`src/sv/msr_pkg.sv`:
```
package msr_pkg;

   localparam int CSR_INDEX_WIDTH = 3;
   localparam int CSR_DATA_WIDTH  = 16;

   localparam logic [7:0]  PWM_PERIOD_RESET    = 8'd100;
   localparam logic [15:0] MEASURE_TICKS_RESET = 16'd10000;
   localparam logic [15:0] ADJUST_TICKS_RESET  = 16'd9999;
   localparam logic [15:0] KEY_TICKS_RESET     = 16'd1500;
   localparam logic [15:0] LED_TICKS_RESET     = 16'd2000;
   localparam logic [15:0] MAX_SPEED_RESET     = 16'd50;
   localparam logic [15:0] MIN_SPEED_RESET     = 16'd20;
   localparam logic [9:0]  START_SPEED_RESET   = 10'd30;
   localparam logic [7:0]  DUTY_RESET          = 8'd50;
   localparam logic [9:0]  TARGET_MAX          = 10'd1023;
   localparam logic [15:0] TICK_MAX            = 16'hFFFF;

   typedef enum logic [CSR_INDEX_WIDTH-1:0] {
      CSR_PWM_PERIOD      = 3'd0,
      CSR_MEASURE_TICKS   = 3'd1,
      CSR_ADJUST_TICKS    = 3'd2,
      CSR_KEY_TICKS       = 3'd3,
      CSR_LED_TICKS       = 3'd4,
      CSR_MAX_SPEED       = 3'd5,
      CSR_MIN_SPEED       = 3'd6,
      CSR_START_SET_SPEED = 3'd7
   } csr_index_type;

   typedef struct packed {
      logic pulse;
      logic key_down;
      logic key_up;
      logic key_stop;
   } req_word_type;

   typedef struct packed {
      logic        motor_enable;
      logic        alarm_led;
      logic [7:0]  duty_now;
      logic [15:0] speed_measured;
      logic [9:0]  speed_target;
   } rsp_word_type;

   typedef struct packed {
      csr_index_type              index;
      logic [CSR_DATA_WIDTH-1:0]  value;
   } csr_word_type;

   // saturating tick counter step
   function automatic logic [15:0] tick_up(input logic [15:0] c);
      tick_up = (c == TICK_MAX) ? TICK_MAX : c + 16'd1;
   endfunction

endpackage

```
`src/sv/msr_if.sv`:
```
interface msr_req_if;
   import msr_pkg::*;
   logic         valid;
   logic         ready;
   req_word_type data;
   modport source (output valid, output data, input ready);
   modport sink   (input valid, input data, output ready);
endinterface

interface msr_rsp_if;
   import msr_pkg::*;
   logic         valid;
   logic         ready;
   rsp_word_type data;
   modport source (output valid, output data, input ready);
   modport sink   (input valid, input data, output ready);
endinterface

interface msr_csr_if;
   import msr_pkg::*;
   logic         valid;
   logic         ready;
   csr_word_type data;
   modport source (output valid, output data, input ready);
   modport sink   (input valid, input data, output ready);
endinterface

```
`src/sv/motor_speed_pwm_regulator_top.sv`:
```
// Flow: an accepted word waits in the input register until the skid entry is empty,
//   is then processed, and its result is registered before it shows on rsp_bus.
// Throughput: one word per cycle unless a skid word waits; an input register, the
//   state update and a two-entry output buffer let req_ready stay high while one
//   result waits. Reset (synchronous, active high): registers back to defaults,
//   counters cleared, target 30, duty 50, drive and LED high, pipeline emptied.
module motor_speed_pwm_regulator_top (
   input logic        clock,
   input logic        reset,
   msr_req_if.sink    req_bus,
   msr_rsp_if.source  rsp_bus,
   msr_csr_if.sink    csr_bus
);
   import msr_pkg::*;

   // configuration
   logic [7:0]  pwm_period_ff;
   logic [15:0] measure_ticks_ff, adjust_ticks_ff, key_ticks_ff, led_ticks_ff;
   logic [15:0] max_speed_ff, min_speed_ff;

   // regulator state
   logic [7:0]  pwm_count_ff, pwm_count_in;
   logic [15:0] measure_count_ff, measure_count_in;
   logic [15:0] adjust_count_ff, adjust_count_in;
   logic [15:0] key_count_ff, key_count_in;
   logic [15:0] led_count_ff, led_count_in;
   logic [15:0] lap_count_ff, lap_count_in;
   logic [15:0] measured_speed_ff, measured_speed_in;
   logic [9:0]  target_speed_ff, target_speed_in;
   logic [7:0]  duty_ff, duty_in;
   logic        drive_bit_ff, drive_bit_in;
   logic        led_level_ff, led_level_in;

   // pipeline
   logic         in_valid_ff;
   req_word_type in_word_ff;
   logic         out_valid_ff, skid_valid_ff;
   rsp_word_type out_word_ff, skid_word_ff, result_word;
   logic         process, pop;

   logic [15:0] measure_inc, adjust_inc, key_inc, led_inc, lap_inc;
   logic [8:0]  pwm_next;
   logic [8:0]  duty_step;
   logic [7:0]  duty_hi;

   assign csr_bus.ready = 1'b1;

   always_ff @(posedge clock) begin
      if (reset) begin
         pwm_period_ff    <= PWM_PERIOD_RESET;
         measure_ticks_ff <= MEASURE_TICKS_RESET;
         adjust_ticks_ff  <= ADJUST_TICKS_RESET;
         key_ticks_ff     <= KEY_TICKS_RESET;
         led_ticks_ff     <= LED_TICKS_RESET;
         max_speed_ff     <= MAX_SPEED_RESET;
         min_speed_ff     <= MIN_SPEED_RESET;
      end else if (csr_bus.valid) begin
         case (csr_bus.data.index)
            CSR_PWM_PERIOD:    pwm_period_ff    <= csr_bus.data.value[7:0];
            CSR_MEASURE_TICKS: measure_ticks_ff <= csr_bus.data.value;
            CSR_ADJUST_TICKS:  adjust_ticks_ff  <= csr_bus.data.value;
            CSR_KEY_TICKS:     key_ticks_ff     <= csr_bus.data.value;
            CSR_LED_TICKS:     led_ticks_ff     <= csr_bus.data.value;
            CSR_MAX_SPEED:     max_speed_ff     <= csr_bus.data.value;
            CSR_MIN_SPEED:     min_speed_ff     <= csr_bus.data.value;
            // writes to the start speed are ignored; reset always restores the default start speed
            CSR_START_SET_SPEED: ;
            default: ;
         endcase
      end
   end

   // handshake
   assign pop           = out_valid_ff && rsp_bus.ready;
   assign process       = in_valid_ff && !skid_valid_ff;
   assign req_bus.ready = !in_valid_ff || process;
   assign rsp_bus.valid = out_valid_ff;
   assign rsp_bus.data  = out_word_ff;

   // one tick of the regulator
   always_comb begin
      measure_inc = tick_up(measure_count_ff);
      adjust_inc  = tick_up(adjust_count_ff);
      key_inc     = tick_up(key_count_ff);
      led_inc     = tick_up(led_count_ff);
      lap_inc     = in_word_ff.pulse ? tick_up(lap_count_ff) : lap_count_ff;

      // keys: down over up over stop
      key_count_in    = key_inc;
      target_speed_in = target_speed_ff;
      if (key_inc >= key_ticks_ff) begin
         key_count_in = 16'd0;
         if (in_word_ff.key_down) begin
            if (target_speed_ff != 10'd0) target_speed_in = target_speed_ff - 10'd1;
         end else if (in_word_ff.key_up) begin
            if (target_speed_ff != TARGET_MAX) target_speed_in = target_speed_ff + 10'd1;
         end else if (in_word_ff.key_stop) begin
            target_speed_in = 10'd0;
         end
      end

      // alarm LED looks at the speed from before this tick's measurement
      led_count_in = led_inc;
      led_level_in = led_level_ff;
      if (led_inc >= led_ticks_ff) begin
         led_count_in = 16'd0;
         if (measured_speed_ff > max_speed_ff || measured_speed_ff < min_speed_ff)
            led_level_in = !led_level_ff;
         else
            led_level_in = 1'b1;
      end

      // PWM: 9-bit count so a period of 255 still wraps
      pwm_next     = {1'b0, pwm_count_ff} + 9'd1;
      drive_bit_in = drive_bit_ff;
      if (pwm_next > {1'b0, pwm_period_ff}) begin
         pwm_count_in = 8'd0;
         drive_bit_in = 1'b1;
      end else begin
         pwm_count_in = pwm_next[7:0];
         if (pwm_next[7:0] == duty_ff) drive_bit_in = 1'b0;
      end

      // speed window
      measure_count_in  = measure_inc;
      measured_speed_in = measured_speed_ff;
      lap_count_in      = lap_inc;
      if (measure_inc >= measure_ticks_ff) begin
         measure_count_in  = 16'd0;
         measured_speed_in = lap_inc;
         lap_count_in      = 16'd0;
      end

      // duty step toward target, clamped to 1..period-1
      adjust_count_in = adjust_inc;
      duty_in         = duty_ff;
      duty_hi         = (pwm_period_ff >= 8'd2) ? pwm_period_ff - 8'd1 : 8'd1;
      duty_step       = {1'b0, duty_ff};
      if (adjust_inc >= adjust_ticks_ff) begin
         adjust_count_in = 16'd0;
         if ({6'd0, target_speed_in} != measured_speed_in) begin
            if ({6'd0, target_speed_in} > measured_speed_in)
               duty_step = {1'b0, duty_ff} + 9'd1;
            else
               duty_step = (duty_ff > 8'd1) ? {1'b0, duty_ff - 8'd1} : 9'd1;
            if (duty_step > {1'b0, duty_hi}) duty_step = {1'b0, duty_hi};
            if (duty_step == 9'd0) duty_step = 9'd1;
            duty_in = duty_step[7:0];
         end
      end

      result_word.motor_enable   = drive_bit_in;
      result_word.alarm_led      = led_level_in;
      result_word.duty_now       = duty_in;
      result_word.speed_measured = measured_speed_in;
      result_word.speed_target   = target_speed_in;
   end

   always_ff @(posedge clock) begin
      if (reset) begin
         pwm_count_ff      <= 8'd0;
         measure_count_ff  <= 16'd0;
         adjust_count_ff   <= 16'd0;
         key_count_ff      <= 16'd0;
         led_count_ff      <= 16'd0;
         lap_count_ff      <= 16'd0;
         measured_speed_ff <= 16'd0;
         target_speed_ff   <= START_SPEED_RESET;
         duty_ff           <= DUTY_RESET;
         drive_bit_ff      <= 1'b1;
         led_level_ff      <= 1'b1;
      end else if (process) begin
         pwm_count_ff      <= pwm_count_in;
         measure_count_ff  <= measure_count_in;
         adjust_count_ff   <= adjust_count_in;
         key_count_ff      <= key_count_in;
         led_count_ff      <= led_count_in;
         lap_count_ff      <= lap_count_in;
         measured_speed_ff <= measured_speed_in;
         target_speed_ff   <= target_speed_in;
         duty_ff           <= duty_in;
         drive_bit_ff      <= drive_bit_in;
         led_level_ff      <= led_level_in;
      end
   end

   // input register
   always_ff @(posedge clock) begin
      if (reset) begin
         in_valid_ff <= 1'b0;
      end else if (req_bus.ready) begin
         in_valid_ff <= req_bus.valid;
      end
   end

   always_ff @(posedge clock) begin
      if (req_bus.valid && req_bus.ready) begin
         in_word_ff <= req_bus.data;
      end
   end

   // output register plus skid entry
   always_ff @(posedge clock) begin
      if (reset) begin
         out_valid_ff  <= 1'b0;
         skid_valid_ff <= 1'b0;
      end else begin
         out_valid_ff <= process || skid_valid_ff || (out_valid_ff && !pop);
         if (skid_valid_ff) begin
            if (pop) skid_valid_ff <= 1'b0;
         end else if (process && out_valid_ff && !pop) begin
            skid_valid_ff <= 1'b1;
         end
      end
   end

   always_ff @(posedge clock) begin
      if (skid_valid_ff) begin
         if (pop) out_word_ff <= skid_word_ff;
      end else if (process) begin
         if (!out_valid_ff || pop) out_word_ff  <= result_word;
         else                      skid_word_ff <= result_word;
      end
   end

endmodule

```
`src/flat_wrapper.sv`:
```
// flat-port wrapper written by rule: the top's interface ports become plain ports
module motor_speed_pwm_regulator_top_flat import msr_pkg::*;
  (clock, reset, req_bus_valid, req_bus_data, req_bus_ready, rsp_bus_valid, rsp_bus_data, rsp_bus_ready, csr_bus_valid, csr_bus_data, csr_bus_ready);
  msr_req_if req_bus_i ();
  msr_rsp_if rsp_bus_i ();
  msr_csr_if csr_bus_i ();
  input logic clock;
  input logic reset;
  input wire logic [$bits(req_bus_i.valid)-1:0] req_bus_valid;
  input wire logic [$bits(req_bus_i.data)-1:0] req_bus_data;
  output wire logic [$bits(req_bus_i.ready)-1:0] req_bus_ready;
  output wire logic [$bits(rsp_bus_i.valid)-1:0] rsp_bus_valid;
  output wire logic [$bits(rsp_bus_i.data)-1:0] rsp_bus_data;
  input wire logic [$bits(rsp_bus_i.ready)-1:0] rsp_bus_ready;
  input wire logic [$bits(csr_bus_i.valid)-1:0] csr_bus_valid;
  input wire logic [$bits(csr_bus_i.data)-1:0] csr_bus_data;
  output wire logic [$bits(csr_bus_i.ready)-1:0] csr_bus_ready;
  assign req_bus_i.valid = req_bus_valid;
  assign req_bus_i.data = req_bus_data;
  assign req_bus_ready = req_bus_i.ready;
  assign rsp_bus_valid = rsp_bus_i.valid;
  assign rsp_bus_data = rsp_bus_i.data;
  assign rsp_bus_i.ready = rsp_bus_ready;
  assign csr_bus_i.valid = csr_bus_valid;
  assign csr_bus_i.data = csr_bus_data;
  assign csr_bus_ready = csr_bus_i.ready;
  motor_speed_pwm_regulator_top u_core (.clock(clock), .reset(reset), .req_bus(req_bus_i), .rsp_bus(rsp_bus_i), .csr_bus(csr_bus_i));
endmodule
```
`config.mk`:
```
export PLATFORM = sky130hd
export DESIGN_NAME = motor_speed_pwm_regulator_top_flat
export DESIGN_NICKNAME = d
export VERILOG_FILES = /design/src/sv/msr_pkg.sv /design/src/sv/msr_if.sv /design/src/sv/motor_speed_pwm_regulator_top.sv /design/src/flat_wrapper.sv
export SDC_FILE = /design/constraint.sdc
export NUM_CORES = 1
export LEC_CHECK = 0
export BUFFER_PORTS_ARGS = -buffer_cell sky130_fd_sc_hd__buf_2
export CAP_MARGIN = 40
export CORE_ASPECT_RATIO = 1.5
export CORE_UTILIZATION = 40
export CTS_CLUSTER_DIAMETER = 200
export DETAILED_ROUTE_END_ITERATION = 8
export PLACE_DENSITY = 0.57
export SYNTH_ARGS = -nofsm -noshare
export SYNTH_HDL_FRONTEND = slang
export SYNTH_SLANG_ARGS = --single-unit
```
`constraint.sdc`:
```
create_clock -name clock -period 16.6 [get_ports clock]
set_clock_uncertainty 0.1 [all_clocks]
set_input_delay 2.49 -clock clock [delete_from_list [all_inputs] [get_ports clock]]
set_output_delay 2.49 -clock clock [all_outputs]
set_load 0.05 [all_outputs]
```
# After elaboration in Yosys (flattened, before gate mapping)
# Index checks and enable logic that the tools add are counted.
# W data, S select, Z words.
totals:
  output_inout_bits: 39
  inputBits: 28
  word_cells: 145
  register_bits: 307
op_classes:
  n_eq_ne: 15
  bitwise: 2
  reduce_logical: 30
  magnitude_cmp: 11
  n_mux: 41
  addsub: 11
op_table:
  columns: ["operator", "count"]
  rows:
  - ["$mux W16", 12]
  - ["$mux W36", 4]
  - ["$add A16 B1 Y16 const B", 5]
  - ["$eq A16 B16 Y1 const B", 5]
  - ["$ge A16 B16 Y1", 4]
  - ["$mux W10", 6]
  - ["$mux W9", 6]
  - ["$mux W8", 6]
  - ["$add A8 B1 Y9 const B", 2]
  - ["$gt A9 B8 Y1", 2]
  - ["$gt A10 B16 Y1", 1]
  - ["$gt A16 B16 Y1", 1]
  - ["$lt A16 B16 Y1", 1]
  - ["$ne A10 B16 Y1", 1]
  - ["$sub A8 B1 Y8 const B", 2]
  - ["$reduce_and A2 Y1", 7]
  - ["$add A10 B1 Y10 const B", 1]
  - ["$ne A10 B10 Y1 const B", 1]
  - ["$reduce_bool A10 Y1", 1]
  - ["$sub A10 B1 Y10 const B", 1]
  - ["$eq A3 B3 Y1 const B", 3]
  - ["$logic_not A9 Y1", 1]
  - ["$eq A8 B8 Y1", 1]
  - ["$ge A8 B2 Y1 const B", 1]
  - ["other kinds (12)", 35]

# Logic depth before layout (Yosys ltp)
depth:
  depth_word: 20
  mapped_depth: 41
  ltp_nobuf: 39

# Least setup slack after synthesis
# OpenSTA, ideal clock, no wires.
synth_path:
  path_type: "register -> register"
  startpoint: "register u_core.key_count_ff[0]"
  endpoint: "register u_core.out_word_ff (netlist bit u_core.rsp_bus.data[26]) (data pin)"
  required_time_ps: 16369
  path_buffers: 2
  t_arrival_ps: 8033
  period_less_slack_ps: 8264
  setup_slack_ps: 8336
  setup_ps: 131
  stages_incl_launch_ff: 39
  cell_sequence: "dfxtp_1 -> ha_1 -> and3_1 -> nand3_1 -> or3_1 -> and2_1 -> ha_1 -> nand2b_1 -> a21o_1 -> a21o_1 -> a21o_1 -> a21o_1 -> a21o_1 -> a211oi_1 -> o21a_1 -> clkbuf_1 -> a21oi_1 -> o22ai_1 -> (+3 left out) -> a21oi_1 -> o311ai_1 -> nor2_2 -> a311oi_1 -> o211ai_1 -> ha_1 -> o21a_1 -> o31ai_1 -> a211o_1 -> clkbuf_1 -> a2bb2oi_1 -> nor3_1 -> o21ai_0 -> nand3_1 -> a211o_1 -> or4_4 -> a22oi_2 -> mux2_1"
synth_between:
  elab_chain_cells: 19
  word_cells_on_any_way: 21
  cone_classes: "add/sub: 1; order compare: 3; eq/ne: 2; mux: 14; reduce/logical: 1"
synth_lines:
  columns: ["item", "line_no", "text"]
  rows:
  - ["start: declaration", "motor_speed_pwm_regulator_top.sv:25", "logic [15:0] key_count_ff, key_count_in;"]
  - ["start signal: assignment", "motor_speed_pwm_regulator_top.sv:176", "key_count_ff <= key_count_in;"]
  - ["$add A16 B1 Y16 / $eq A16 B16 Y1 (equally long branches)", "msr_pkg.sv:51", "tick_up = (c == TICK_MAX) ? TICK_MAX : c + 16'd1;"]
  - ["$mux W16 *", "msr_pkg.sv:51", null]
  - ["$ge A16 B16 Y1 *", "motor_speed_pwm_regulator_top.sv:91", "if (key_inc >= key_ticks_ff) begin"]
  - ["$mux W10 *", "motor_speed_pwm_regulator_top.sv:91", null]
  - ["net u_core.target_speed_in[3]", "motor_speed_pwm_regulator_top.sv:29", "logic [9:0] target_speed_ff, target_speed_in;"]
  - ["$gt A10 B16 Y1", "motor_speed_pwm_regulator_top.sv:142", "if ({6'd0, target_speed_in} > measured_speed_in)"]
  - ["$mux W9", "motor_speed_pwm_regulator_top.sv:142", null]
  - ["$mux W9", "motor_speed_pwm_regulator_top.sv:141", "if ({6'd0, target_speed_in} != measured_speed_in) begin"]
  - ["(+5 left out)", null, null]
  - ["$logic_not A9 Y1", "motor_speed_pwm_regulator_top.sv:147", "if (duty_step == 9'd0) duty_step = 9'd1;"]
  - ["$mux W8", "motor_speed_pwm_regulator_top.sv:147", null]
  - ["$mux W8 *", "motor_speed_pwm_regulator_top.sv:141", null]
  - ["$mux W8 *", "motor_speed_pwm_regulator_top.sv:139", "if (adjust_inc >= adjust_ticks_ff) begin"]
  - ["net u_core.duty_in[0]", "motor_speed_pwm_regulator_top.sv:30", "logic [7:0] duty_ff, duty_in;"]
  - ["$mux W36 *", "motor_speed_pwm_regulator_top.sv:221", "if (!out_valid_ff || pop) out_word_ff <= result_word;"]
  - ["$mux W36 *", "motor_speed_pwm_regulator_top.sv:220", "end else if (process) begin"]
  - ["$mux W36 *", "motor_speed_pwm_regulator_top.sv:218", "if (skid_valid_ff) begin"]
  - ["end signal: assignment", "motor_speed_pwm_regulator_top.sv:219", "if (pop) out_word_ff <= skid_word_ff;"]
  - ["end signal: assignment", "motor_speed_pwm_regulator_top.sv:221", null]
  - ["end: declaration", "motor_speed_pwm_regulator_top.sv:38", "rsp_word_type out_word_ff, skid_word_ff, result_word;"]
# Mark *: on every way through the listed nets, which the timed path passes. The rest lies on a longest branch. The select of a mux whose other input is x is not followed.
# A chain may end at the register's enable or synchronous reset.

# Final worst setup path
# Ends and elaborated chain as after synthesis.

==> results.cfg <==
[clocking]
cts_resized = 0
cts_htree_levels = 2
hold_buffers = 0
cts_buffers = 35
clock-sinks = 307
cts_setup_buffers = 0
ctsRootBufferMaster = clkbuf_16
clkTransAtPathRegs_ns = 0.07
clockBufferDepth = 3
cts_tree = yes
clock_latency_ns = 0.53

[sta]
rsz0062_at_grt = no
setup_tns_ns = 0
timing.final.crit_share_pct = 58.14
worst_slew_pin_slew_ns = 0.8786
setup_viol = 0
max_freq_mhz = 103.6
slew-limit-headroom_pct = 41.08
drv_slew = 0
period_minus_slack_ns = 9.652
whs_ns = 0.3545
finalHoldViolations = 0

[logic_synthesis]
synth_xor_area_share_pct = 3.228
synthAdderAreaFrac_pct = 9.506
synth-seq-area-share_pct = 39.16
syn-mean-instance-area_um2 = 8.185
yosysWarningCount = 0
synthMuxAreaShare_pct = 2.469
netlist_instances = 2155
synth-simple-area-share_pct = 21.34
synth_area_um2 = 17640
synth_ff_type = dfxtp_1
synth-edff-count = 76
yosys.cell_types.count = 85
synth_compound_area_share_pct = 18.63
ys_ff_latch = 307
synth_top_family_by_area = simple AND/OR/NAND/NOR gates
synthesis.nets = 2317
synthArstFlopShare_pct = 0

[finish]
antennaDiodeCount = 0
final_util_pct = 45.34
final_area_um2 = 19580
drive_gt1_share_pct = 9.062
final_common_cell = nand2_1
n_fill_cell = 4334
multi_input_area_um2 = 9783
area_growth_pct = 10.98
final_cell_mix = nand2_1, dfxtp_1, a21oi_1
register_area_um2 = 6908
nNetsFinal = 2323

[global_route]
grt_pass1_vias = 14580
grt_usage_pct = 21.24
grt-ovfl-total = 0
grt_max_degree = 74
antenna_found_initial = 3
grt_pass1_wl_mm = 77.20

[worst_setup_path]
endpoint_kind = flop
crit_top_cell = a21o_1
start_kind = flop
cp_data_required_time_ns = 16.90
path_class = flop to flop
crit_path_top_delay_cell = o21a_1
critical_path.max_stage_delay_ns = 0.65
path_max_fanout = 20
worstPathArrival_ns = 9.95

[power]
p_seq_share_pct = 45.4
leakage_nw = 7.743
p_sw_uw = 470.6
finalPower_mw = 1.749
power.clock.fraction_pct = 43.5
ir_worst_vdd_v = 0.00005409
power.density_nw_per_um2 = 89.35
sw_frac_of_total_pct = 26.91
internal_power_mw = 1.278
power_frac_comb_pct = 11.1

[detailed_routing]
num_vias = 15050
drt_iter0_drc = 970
routed_wl_mm = 47.47
dr.pass1.iters = 5
post_drt_wl_per_cell_um = 17.23
routed_via_density = 5.464
ant_nets = 0
drc = 0

[floorplan]
core_area_um2 = 43170
rows = 93
design.portCount = 67
die_h_um = 259.2
die_x_um = 173.5
dieArea_um2 = 44960
start_util_pct = 40.86

[placed_design]
dp_hpwl_mm = 34.38
place.gp.congestion = 0.8974
io_buffers = 65
dpl_cell_area_um2 = 18480

[run_status]
status = complete, no violations

[job]
cap_violations = 0

[worst_hold_path]
min_path_type = flop to flop
power groups by stage:
stage          logic (mW)  registers, mW  clock network (mW)
2_1_floorplan       0.122          0.823                   0
3_3_place_gp        0.188          0.811                   0
3_5_place_dp        0.194          0.811                   0
4_1_cts             0.195          0.794               0.781
5_1_grt             0.214          0.796               0.806
6_report            0.194          0.794               0.761
worst max-delay path, delay by kind of cell, from the launching register on:
family | cells | cell delay (ns)
and+or+nand+nor | 9 | 2.46
muxes | 1 | 0.14
buffers and inverters | 3 | 0.36
AOI/OAI and AO/OA | 21 | 4.96
DFF | 1 | 0.37
adders and majority gates | 4 | 1.10
synth_stat cells, types with 37 or more instances:
cell type / n / area share (%)
nand2_1: 343 / 7.3
dfxtp_1: 231 / 26
a21oi_1: 214 / 6.1
nor2_1: 174 / 3.7
inv_1: 143 / 3.0
ha_1: 134 / 9.5
clkbuf_1: 96 / 2.0
nand3_1: 93 / 2.6
o21ai_0: 93 / 2.6
edfxtp_1: 76 / 13
o211ai_1: 42 / 1.8
nor3_1: 39 / 1.1
xnor2_1: 38 / 1.9
a22oi_1: 37 / 1.6
per-layer routing:
metal	wire, µm	global-route usage (%)
met4	1645	8.235
met2	24230	39.42
met1	20090	24.73
met3	1473	2.446
met5	34	0
kinds of logic (layout without fill, tap and decap cells):
family | after synthesis | in the layout
multiplexers | 40 | 40
XOR/XNOR | 65 | 65
AND/OR/NAND/NOR | 822 | 822
flip-flops | 307 | 307
adder cells (fa/ha/maj) | 134 | 134
other | 1 | 1
AO/OA/AOI/OAI | 525 | 525
buffers and inverters | 261 | 291
state kept, by name (all words and copies together), names as in the netlist, 4 cells and up:
register and cells:
u_core.rsp_bus.data 36, u_core.key_count_ff 16, u_core.lap_count_ff 16, u_core.measure_count_ff 16, u_core.skid_word_ff 36, u_core.pwm_count_ff 8
u_core.pwm_period_ff 8, u_core.min_speed_ff 16, u_core.in_word_ff 4, u_core.led_count_ff 16, u_core.led_ticks_ff 16, u_core.measured_speed_ff 16
u_core.max_speed_ff 16, u_core.duty_ff 8, u_core.adjust_ticks_ff 16, u_core.key_ticks_ff 16, u_core.adjust_count_ff 16, u_core.target_speed_ff 10
u_core.measure_ticks_ff 16
metrics by stage:
stage | setup WS (ns) | instances
5_1_grt | 6.374 | 2755
3_5_place_dp | 6.961 | 2694
4_1_cts | 6.926 | 2755
6_report | 6.948 | 2755
3_3_place_gp | 7.201 | 2688
2_1_floorplan | 8.336 | 2155
path summary, 6_finish.rpt:
check / startpoint / to / slack [ns] / depth (start not counted)
max: u_core.key_count_ff[0] / u_core.rsp_bus.data[26] / 6.95 / 38
min: u_core.measure_ticks_ff[1] / u_core.measure_ticks_ff[1] / 0.35 / 2
max reg2reg: u_core.key_count_ff[0] / u_core.rsp_bus.data[26] / 6.95 / 38
min reg2reg: u_core.measure_ticks_ff[1] / u_core.measure_ticks_ff[1] / 0.35 / 2
cell type report:
type / instances / area share, %
multi-input cells: 1587 / 49.98
flip-flops and latches: 307 / 35.29
clock buffers: 44 / 4.749
well taps: 570 / 3.643
inverters: 144 / 2.761
repair buffers: 86 / 2.710
clock inverters: 17 / 0.8693
Note: power is estimated with default switching activity, not from simulation.
